File: config.mk
export PLATFORM = sky130hd
export DESIGN_NAME = line_substring_filter_unit
export DESIGN_NICKNAME = d
export VERILOG_FILES = /design/src/design/lsf_pkg.sv /design/src/design/line_substring_filter_unit.sv /design/src/design/lsf_cfg_regs.sv /design/src/design/lsf_line_scan.sv /design/src/design/lsf_result.sv
export SDC_FILE = /design/constraint.sdc
export NUM_CORES = 2
export LEC_CHECK = 0
export BUFFER_PORTS_ARGS = -buffer_cell sky130_fd_sc_hd__buf_2
export CORE_MARGIN = 2
export CORE_UTILIZATION = 30
export DETAILED_ROUTE_END_ITERATION = 10
export GPL_ROUTABILITY_DRIVEN = 0
export PLACE_DENSITY_LB_ADDON = 0.12
export RECOVER_POWER = 25
export SYNTH_ARGS = -nofsm -noshare
export SYNTH_HDL_FRONTEND = slang
export SYNTH_SLANG_ARGS = --single-unit
File: constraint.sdc
create_clock -name clk -period 8.1 [get_ports clk]
set_clock_uncertainty 0.1 [all_clocks]
set_input_delay 0.81 -clock clk [delete_from_list [all_inputs] [get_ports clk]]
set_output_delay 0.81 -clock clk [all_outputs]
set_load 0.1 [all_outputs]
File: src/design/lsf_pkg.sv
// Shared types, constants and helpers of the line substring filter.
`default_nettype none
package lsf_pkg;

	localparam int LINE_MAX_DEFAULT    = 1024;
	localparam int PATTERN_MAX_DEFAULT = 32;

	localparam int CFG_DATA_W  = 64;
	localparam int CFG_INDEX_W = 3;
	localparam int PAT_LEN_W   = 6;
	localparam int PAT_BYTES   = 32;
	localparam int PAT_REGS    = 4;

	localparam logic [7:0] CHAR_NEWLINE = 8'h0A;
	localparam logic [7:0] CHAR_UPPER_A = 8'h41;
	localparam logic [7:0] CHAR_UPPER_Z = 8'h5A;
	localparam logic [7:0] CASE_OFFSET  = 8'd32;
	localparam logic [7:0] CHAR_NUL     = 8'h00;

	localparam logic [31:0] COUNT_TOP = 32'hFFFF_FFFF;

	typedef enum logic [CFG_INDEX_W-1:0] {
		REG_PAT_0_7   = 3'd0,
		REG_PAT_8_15  = 3'd1,
		REG_PAT_16_23 = 3'd2,
		REG_PAT_24_31 = 3'd3,
		REG_PAT_LEN   = 3'd4,
		REG_CASE_INS  = 3'd5,
		REG_INVERT    = 3'd6
	} cfg_reg_t;

	typedef struct packed {
		logic [7:0] text_byte;
		logic       end_of_stream;
	} text_item_t;

	typedef struct packed {
		logic [31:0] line_number;
		logic        line_valid;
		logic        line_selected;
		logic [31:0] match_count;
		logic        stream_end;
	} result_item_t;

	// Settings seen by the scanner and the result stage.
	typedef struct packed {
		logic [PAT_LEN_W-1:0] eff_len;
		logic                 fold_en;
		logic                 invert;
	} cfg_ctrl_t;

	// What the scanner reports about the request at the input stage.
	typedef struct packed {
		logic ends_line;
		logic line_pending;
		logic found;
	} scan_status_t;

	function automatic logic [7:0] fold_byte(input logic [7:0] b, input logic en);
		logic [7:0] r;
		r = b;
		if (en && b >= CHAR_UPPER_A && b <= CHAR_UPPER_Z)
			r = b + CASE_OFFSET;
		return r;
	endfunction

	function automatic logic [31:0] sat_inc(input logic [31:0] v);
		logic [31:0] r;
		r = (v == COUNT_TOP) ? v : v + 32'd1;
		return r;
	endfunction

endpackage
`default_nettype wire

File: src/design/line_substring_filter_unit.sv
// Top level of the line substring filter: input stage, scanner, result stage.
//
//  channel  | handshake                  | payload
//  ---------+----------------------------+-----------------------------------------
//  text     | text_valid / text_ready    | text_item  (text_byte, end_of_stream)
//  result   | result_valid / result_ready| result_item (line_number .. stream_end)
//  config   | cfg_we (no wait)           | cfg_index, cfg_data
//
// One request per cycle is taken unless a line-ending request waits for the
// result slot; such a request is registered into result_item as it leaves
// the input stage. The loop through the byte window (shift plus parallel
// compare of all pattern slots) sets the rate.
// Reset clears the settings, line state and counters; the byte window holds
// no reset and is masked by its fill count. A stall on result_ready holds
// a line-ending request and all input behind it; other bytes keep flowing.
`default_nettype none
module line_substring_filter_unit import lsf_pkg::*; #(
	parameter int LINE_MAX    = LINE_MAX_DEFAULT,
	parameter int PATTERN_MAX = PATTERN_MAX_DEFAULT
) (
	input  wire logic                   clk,
	input  wire logic                   arst_n,
	input  wire logic                   text_valid,
	output logic                        text_ready,
	input  wire text_item_t             text_item,
	output logic                        result_valid,
	input  wire logic                   result_ready,
	output result_item_t                result_item,
	input  wire logic                   cfg_we,
	input  wire logic [CFG_INDEX_W-1:0] cfg_index,
	input  wire logic [CFG_DATA_W-1:0]  cfg_data
);

	cfg_ctrl_t                   ctrl;
	logic [PATTERN_MAX-1:0][7:0] pat_aligned;
	logic [PATTERN_MAX-1:0]      pat_mask;
	scan_status_t                status;

	logic       valid_s1;
	text_item_t item_s1;
	logic       advance;
	logic       res_free;

	// Drain the input stage unless it ends a line and the result slot is full.
	assign advance    = valid_s1 && (!status.ends_line || res_free);
	assign text_ready = !valid_s1 || advance;

	always_ff @(posedge clk or negedge arst_n) begin
		if (!arst_n)
			valid_s1 <= 1'b0;
		else if (text_ready)
			valid_s1 <= text_valid;
	end

	// Capture the request payload on acceptance.
	always_ff @(posedge clk) begin
		if (text_ready && text_valid)
			item_s1 <= text_item;
	end

	lsf_cfg_regs #(
		.PATTERN_MAX(PATTERN_MAX)
	) u_cfg (
		.clk        (clk),
		.arst_n     (arst_n),
		.cfg_we     (cfg_we),
		.cfg_index  (cfg_index),
		.cfg_data   (cfg_data),
		.ctrl       (ctrl),
		.pat_aligned(pat_aligned),
		.pat_mask   (pat_mask)
	);

	lsf_line_scan #(
		.LINE_MAX   (LINE_MAX),
		.PATTERN_MAX(PATTERN_MAX)
	) u_scan (
		.clk        (clk),
		.arst_n     (arst_n),
		.advance    (advance),
		.item       (item_s1),
		.ctrl       (ctrl),
		.pat_aligned(pat_aligned),
		.pat_mask   (pat_mask),
		.status     (status)
	);

	lsf_result u_result (
		.clk      (clk),
		.arst_n   (arst_n),
		.advance  (advance),
		.item     (item_s1),
		.status   (status),
		.ctrl     (ctrl),
		.free     (res_free),
		.out_valid(result_valid),
		.out_ready(result_ready),
		.out_item (result_item)
	);

endmodule
`default_nettype wire

File: src/design/lsf_cfg_regs.sv
// Configuration registers and the pattern aligned to the byte window.
`default_nettype none
module lsf_cfg_regs import lsf_pkg::*; #(
	parameter int PATTERN_MAX = PATTERN_MAX_DEFAULT
) (
	input  wire logic                        clk,
	input  wire logic                        arst_n,
	input  wire logic                        cfg_we,
	input  wire logic [CFG_INDEX_W-1:0]      cfg_index,
	input  wire logic [CFG_DATA_W-1:0]       cfg_data,
	output cfg_ctrl_t                        ctrl,
	output logic [PATTERN_MAX-1:0][7:0]      pat_aligned,
	output logic [PATTERN_MAX-1:0]           pat_mask
);

	logic [PAT_REGS-1:0][CFG_DATA_W-1:0] pat_regs_q;
	logic [PAT_LEN_W-1:0]                pat_len_q;
	logic                                case_ins_q;
	logic                                invert_q;
	logic [PAT_BYTES-1:0][7:0]           pat_bytes;
	logic [PAT_LEN_W-1:0]                eff_len;

	always_ff @(posedge clk or negedge arst_n) begin
		if (!arst_n) begin
			pat_regs_q <= '0;
			pat_len_q  <= '0;
			case_ins_q <= 1'b0;
			invert_q   <= 1'b0;
		end else if (cfg_we) begin
			unique case (cfg_index)
				REG_PAT_0_7:   pat_regs_q[0] <= cfg_data;
				REG_PAT_8_15:  pat_regs_q[1] <= cfg_data;
				REG_PAT_16_23: pat_regs_q[2] <= cfg_data;
				REG_PAT_24_31: pat_regs_q[3] <= cfg_data;
				REG_PAT_LEN:   pat_len_q     <= cfg_data[PAT_LEN_W-1:0];
				REG_CASE_INS:  case_ins_q    <= cfg_data[0];
				REG_INVERT:    invert_q      <= cfg_data[0];
				default: ;
			endcase
		end
	end

	assign pat_bytes = pat_regs_q;
	assign eff_len   = (pat_len_q > PAT_LEN_W'(PATTERN_MAX)) ?
			PAT_LEN_W'(PATTERN_MAX) : pat_len_q;

	assign ctrl.eff_len = eff_len;
	assign ctrl.fold_en = case_ins_q;
	assign ctrl.invert  = invert_q;

	// Window slot j (newest first) lines up with pattern byte eff_len-1-j.
	always_comb begin
		logic [4:0] idx;
		for (int j = 0; j < PATTERN_MAX; j++) begin
			idx            = 5'(eff_len - PAT_LEN_W'(j) - PAT_LEN_W'(1));
			pat_mask[j]    = PAT_LEN_W'(j) < eff_len;
			pat_aligned[j] = fold_byte(pat_bytes[idx], case_ins_q);
		end
	end

endmodule
`default_nettype wire

File: src/design/lsf_line_scan.sv
// Per-line state: byte window, fill, zero-byte mark, line length and match flag.
`default_nettype none
module lsf_line_scan import lsf_pkg::*; #(
	parameter int LINE_MAX    = LINE_MAX_DEFAULT,
	parameter int PATTERN_MAX = PATTERN_MAX_DEFAULT
) (
	input  wire logic                        clk,
	input  wire logic                        arst_n,
	input  wire logic                        advance,
	input  wire text_item_t                  item,
	input  wire cfg_ctrl_t                   ctrl,
	input  wire logic [PATTERN_MAX-1:0][7:0] pat_aligned,
	input  wire logic [PATTERN_MAX-1:0]      pat_mask,
	output scan_status_t                     status
);

	localparam int LEN_W  = $clog2(LINE_MAX);
	localparam int FILL_W = $clog2(PATTERN_MAX + 1);

	logic [PATTERN_MAX-1:0][7:0] win_q;
	logic [PATTERN_MAX-1:0][7:0] win_next;
	logic [FILL_W-1:0]           fill_q;
	logic [FILL_W-1:0]           fill_next;
	logic [LEN_W-1:0]            len_q;
	logic                        found_q;
	logic                        zero_q;
	logic                        line_full;
	logic                        hit_now;

	assign line_full = (len_q == LEN_W'(LINE_MAX - 1));

	assign status.ends_line    = item.end_of_stream || item.text_byte == CHAR_NEWLINE
			|| line_full;
	assign status.line_pending = (len_q != '0);
	assign status.found        = found_q;

	// Window as it would stand after taking this byte.
	always_comb begin
		win_next[0] = item.text_byte;
		for (int j = 1; j < PATTERN_MAX; j++)
			win_next[j] = win_q[j-1];
	end

	assign fill_next = (fill_q == FILL_W'(PATTERN_MAX)) ? fill_q : fill_q + FILL_W'(1);

	always_comb begin
		logic all_eq;
		all_eq = 1'b1;
		for (int j = 0; j < PATTERN_MAX; j++)
			if (pat_mask[j] && fold_byte(win_next[j], ctrl.fold_en) != pat_aligned[j])
				all_eq = 1'b0;
		hit_now = (ctrl.eff_len != '0) && (PAT_LEN_W'(fill_next) >= ctrl.eff_len) && all_eq;
	end

	always_ff @(posedge clk or negedge arst_n) begin
		if (!arst_n) begin
			fill_q  <= '0;
			len_q   <= '0;
			found_q <= 1'b0;
			zero_q  <= 1'b0;
		end else if (advance) begin
			if (status.ends_line) begin
				fill_q  <= '0;
				len_q   <= '0;
				found_q <= 1'b0;
				zero_q  <= 1'b0;
			end else begin
				len_q <= len_q + LEN_W'(1);
				if (item.text_byte == CHAR_NUL) begin
					zero_q <= 1'b1;
				end else if (!zero_q) begin
					fill_q <= fill_next;
					if (hit_now)
						found_q <= 1'b1;
				end
			end
		end
	end

	// Slots past the fill count never decide a match, so the window needs no reset.
	always_ff @(posedge clk) begin
		if (advance && !status.ends_line && item.text_byte != CHAR_NUL && !zero_q)
			win_q <= win_next;
	end

endmodule
`default_nettype wire

File: src/design/lsf_result.sv
// Line and match counters and the registered result stage.
`default_nettype none
module lsf_result import lsf_pkg::*; (
	input  wire logic         clk,
	input  wire logic         arst_n,
	input  wire logic         advance,
	input  wire text_item_t   item,
	input  wire scan_status_t status,
	input  wire cfg_ctrl_t    ctrl,
	output logic              free,
	output logic              out_valid,
	input  wire logic         out_ready,
	output result_item_t      out_item
);

	logic [31:0]  lines_q;
	logic [31:0]  sel_q;
	logic         out_valid_s2;
	result_item_t out_item_s2;
	logic         hit;
	logic [31:0]  lines_next;
	logic [31:0]  sel_next;
	logic         emit;
	logic         finish;

	assign free      = !out_valid_s2 || out_ready;
	assign out_valid = out_valid_s2;
	assign out_item  = out_item_s2;

	assign emit       = advance && status.ends_line;
	// End of stream with nothing pending reports counters without a line.
	assign finish     = !item.end_of_stream || status.line_pending;
	assign hit        = ((ctrl.eff_len == '0) || status.found) ^ ctrl.invert;
	assign lines_next = sat_inc(lines_q);
	assign sel_next   = hit ? sat_inc(sel_q) : sel_q;

	always_ff @(posedge clk or negedge arst_n) begin
		if (!arst_n) begin
			lines_q      <= '0;
			sel_q        <= '0;
			out_valid_s2 <= 1'b0;
		end else begin
			if (emit) begin
				out_valid_s2 <= 1'b1;
				if (item.end_of_stream) begin
					lines_q <= '0;
					sel_q   <= '0;
				end else begin
					lines_q <= lines_next;
					sel_q   <= sel_next;
				end
			end else if (out_ready) begin
				out_valid_s2 <= 1'b0;
			end
		end
	end

	always_ff @(posedge clk) begin
		if (emit) begin
			out_item_s2.line_number   <= finish ? lines_next : lines_q;
			out_item_s2.line_valid    <= finish;
			out_item_s2.line_selected <= finish && hit;
			out_item_s2.match_count   <= finish ? sel_next : sel_q;
			out_item_s2.stream_end    <= item.end_of_stream;
		end
	end

endmodule
`default_nettype wire

==> impl_results.md <==
* Nature of the critical path endpoint: flop
* Status: finished with violations
* Total power draw at 0.02701 W
* Worst Hold Class: in -> reg
* Total iterations of the first detailed-routing run at 6
* Worst reg2reg endpoint: u_scan.found_q
* Leading cell type in the layout, fill and taps excluded: mux2i_1
* Transition time at the pin with the least slew margin at between 3 and 4 ns
* Post-Syn Area at approximately 60000 µm²
* Critical path startpoint: u_cfg.pat_len_q[5]
* Wire length after detailed routing at 300900 µm
* Setup_tns at 0 ns
* Die H at around 450 µm
* Number of clock sinks at 672
* Max cap viols at 5
* Total via count after detailed routing at between 50000 and 60000
* Final worst hold slack at 0.1414 ns
* Failing checks: max-capacitance violations, max-slew violations
* Maximum level of the CTS H-tree at 3
* Placed wire-length estimate after detailed placement at between 200000 and 250000 µm
* Buffer count from post-CTS setup fixing at 0
* Starting utilization of the core area at 0.3025
* Maximum number of pins on one net before global-route repair at approximately 180
* EDFF count, synth at ~320
* Most frequent cells in the layout: mux2i_1 (635), nand2_1 (582), mux2_2 (420)
* Worst Path Arrival at 8.12 ns
* First-pass GRT wire length at just over 400000 µm
* Unrepaired setup endpoints after global routing: false
* Syn Area/Cell at a little under 10 µm²
* Yosys warnings at 0
* Area added between synthesis and finish at 10.91%
* Crit path kind: reg -> reg
* Total power per unit cell area at 411.9 nW/µm²
* Final count of hold timing violations at 0
* Worst max-slew margin expressed relative to the limit at -1.447
* Met3 WL post-DR at about 31000 µm
* Total die area at about 200000 µm²
* Cell count after synthesis at between 6000 and 7000
* Later-pin clock latency in the skew report at 0.78 ns
* CP Launch Type: flop
* Final critical delay including setup and external delays at 7.505 ns
* Setup-failing EPs final at 0
* Wire per inst at 34.44 µm
* Buffers from clock root to sink, at most at 3
* Horizontal die dimension at approximately 450 µm
* Met1 layer wirelength in the final routing at 124800 µm
* Top metal layer carrying routed signals: met5
* Max Fclk at 133.2 MHz
* Max-slew violations at roughly 160
* Inserted Clock Buffers at 84
* Startpoint of the lowest-slack hold path: text_item[5]
* Total gr overflow at 0
* Number of nets at the end of the flow at between 6000 and 7000
* Synthesized netlist net count at 6222
* Total routing resource utilization after global routing at 0.2920
* Capture point of the worst path: u_scan.found_q
* Number of antenna violations at the first check in global routing at 15
* Slack of the worst reg-to-reg path at slightly below 0.6 ns
* Largest fanout on the critical path at 23
* Core Rows at about 160
* Via density per instance at 6.312
* Yosys reg bits at about 670
* Number of global-route vias before repair at 50590
* Clk root buf: clkbuf_16
* Detail Route met2 WL at between 100000 and 150000 µm
* Synth cell types at 114
* Total I/O pin count at 150
* IR Drop Worst-Case VDD at 168.2 µV
* Port Buffer Count at 149
* Share of final-layout standard cells stronger than drive strength 1 at 0.1939
* Commonest register cell after synthesis: dfrtp_1
* Required time of the critical path at between 8 and 9 ns
* TritonCTS clock tree: built
* Ys async rst share at 0.5179
* DRC marker count from the first detailed-route iteration at 7495
* Clock-pin slew on the worst setup and hold paths at 0.06 ns
* # DRC at 0
* Final clock period utilization by the worst path at 0.9266
* Post-route ant nets at 0
* Final design utilization at 0.3355
* R2r startpoint: u_cfg.pat_len_q[5]
* Leak pwr at 25.05 nW
* Area of the core region at just under 200000 µm²
* Sequential fraction of the synthesis area at 0.3119
* Worst-case reg-to-reg path depth at 17
[per-layer routing]
layer,GRT usage,vias up
met1,0.3899,27860
met3,0.08325,715
met4,0.1584,10
met2,0.4233,3205
li1,-,23350
met5,0.001203,-
[state kept, by name (all words and copies together), names as in the netlist, 6 cells and up]
register,count
item_s1,9
u_cfg.pat_bytes,256
u_cfg.pat_len_q,6
u_result.lines_q,32
u_result.out_item,67
u_result.sel_q,32
u_scan.fill_q,6
u_scan.len_q,10
u_scan.win_next,248
[worst max-delay path, cell delays in order (launching register included)]
cell and delay, ns:
dfrtp_4 0.64, nand2b_2 0.54, inv_2 0.46, ha_1 0.49
nand3_1 0.19, mux2_2 0.41, nor2_1 0.93, nor2_1 0.21
a221oi_1 1.18, nor4_1 0.42, o221ai_2 0.22, nand3_1 0.11
o311ai_1 0.15, a22oi_1 0.24, a211oi_2 0.40, a32o_1 0.36
and4_1 0.22, a32o_1 0.16
[area by class of cell]
| class | count | area, µm² |
|---|---|---|
| Inverter | 72 | 285.3 |
| Antenna cell | 11 | 27.53 |
| Multi-Input combinational cell | 4878 | 38550 |
| Clock inverter | 42 | 543.0 |
| Clock buffer | 114 | 2296 |
| Timing Repair Buffer | 323 | 2132 |
| Fill cell | 20030 | 129800 |
| Tap cell | 2624 | 3283 |
| Sequential cell | 672 | 18450 |
[cells by family after synthesis]
family	Yosys count	synth area share
simple gates	1751	0.1435
compound gates	1418	0.1672
mux	1257	0.2620
flops	672	0.3119
buf+inv	503	0.04091
xor+xnor	364	0.05590
fa+ha+maj	88	0.01863
[report_power, final]
| group | switching (W) | leakage [nW] | internal, W | total [W] |
|---|---|---|---|---|
| clock | 0.00166 | 1.36 | 0.00221 | 0.00387 |
| combinational | 0.0119 | 16.3 | 0.00627 | 0.0182 |
| sequential | 0.000947 | 7.43 | 0.00398 | 0.00493 |
[how the worst min path moves through the flow]
stage / depth (start not counted) / to / slack (ns)
global placement: 0 / u_scan.win_next[255] / 0.36
global route: 1 / item_s1[0] / 0.13
finish: 1 / item_s1[5] / 0.14
CTS: 1 / item_s1[0] / 0.1
detailed placement: 0 / u_scan.win_next[127] / 0.37
floorplan: 0 / u_scan.win_next[171] / 0.32
[cells in the mapped netlist, types with 142 or more instances]
cell      number  area (µm²)
edfxtp_1     324        9729
mux2i_1      639        6396
xor2_1       149        1305
dfrtp_1      348        8708
o21ai_0      283        1416
nor2_1       379        1423
mux4_2       186        4189
nand2_1      583        2188
buf_2        152       760.7
mux2_2       420        4730
clkbuf_1     180       675.7
xnor2_1      204        1787
nand3_1      167       835.8
nor3_1       142       710.7
a21oi_1      214        1071
[repair_timing]
item | 4_1_cts | 5_1_grt
hold buffers | 1 | 0
endpoints found under the hold margin | 56 | 0
gates resized for setup | 0 | 0
[stage by stage]
stage / area (µm²) / setup WS, ns / std cells
6_report: 65560 / 0.5948 / 8736
5_1_grt: 65540 / 0.6758 / 8727
4_1_cts: 65580 / 0.9930 / 8725
3_5_place_dp: 62730 / 1.014 / 8568
3_3_place_gp: 62730 / 1.113 / 8568
2_1_floorplan: 59120 / 1.235 / 6053
No activity file was read; power rests on OpenSTA's default activity.
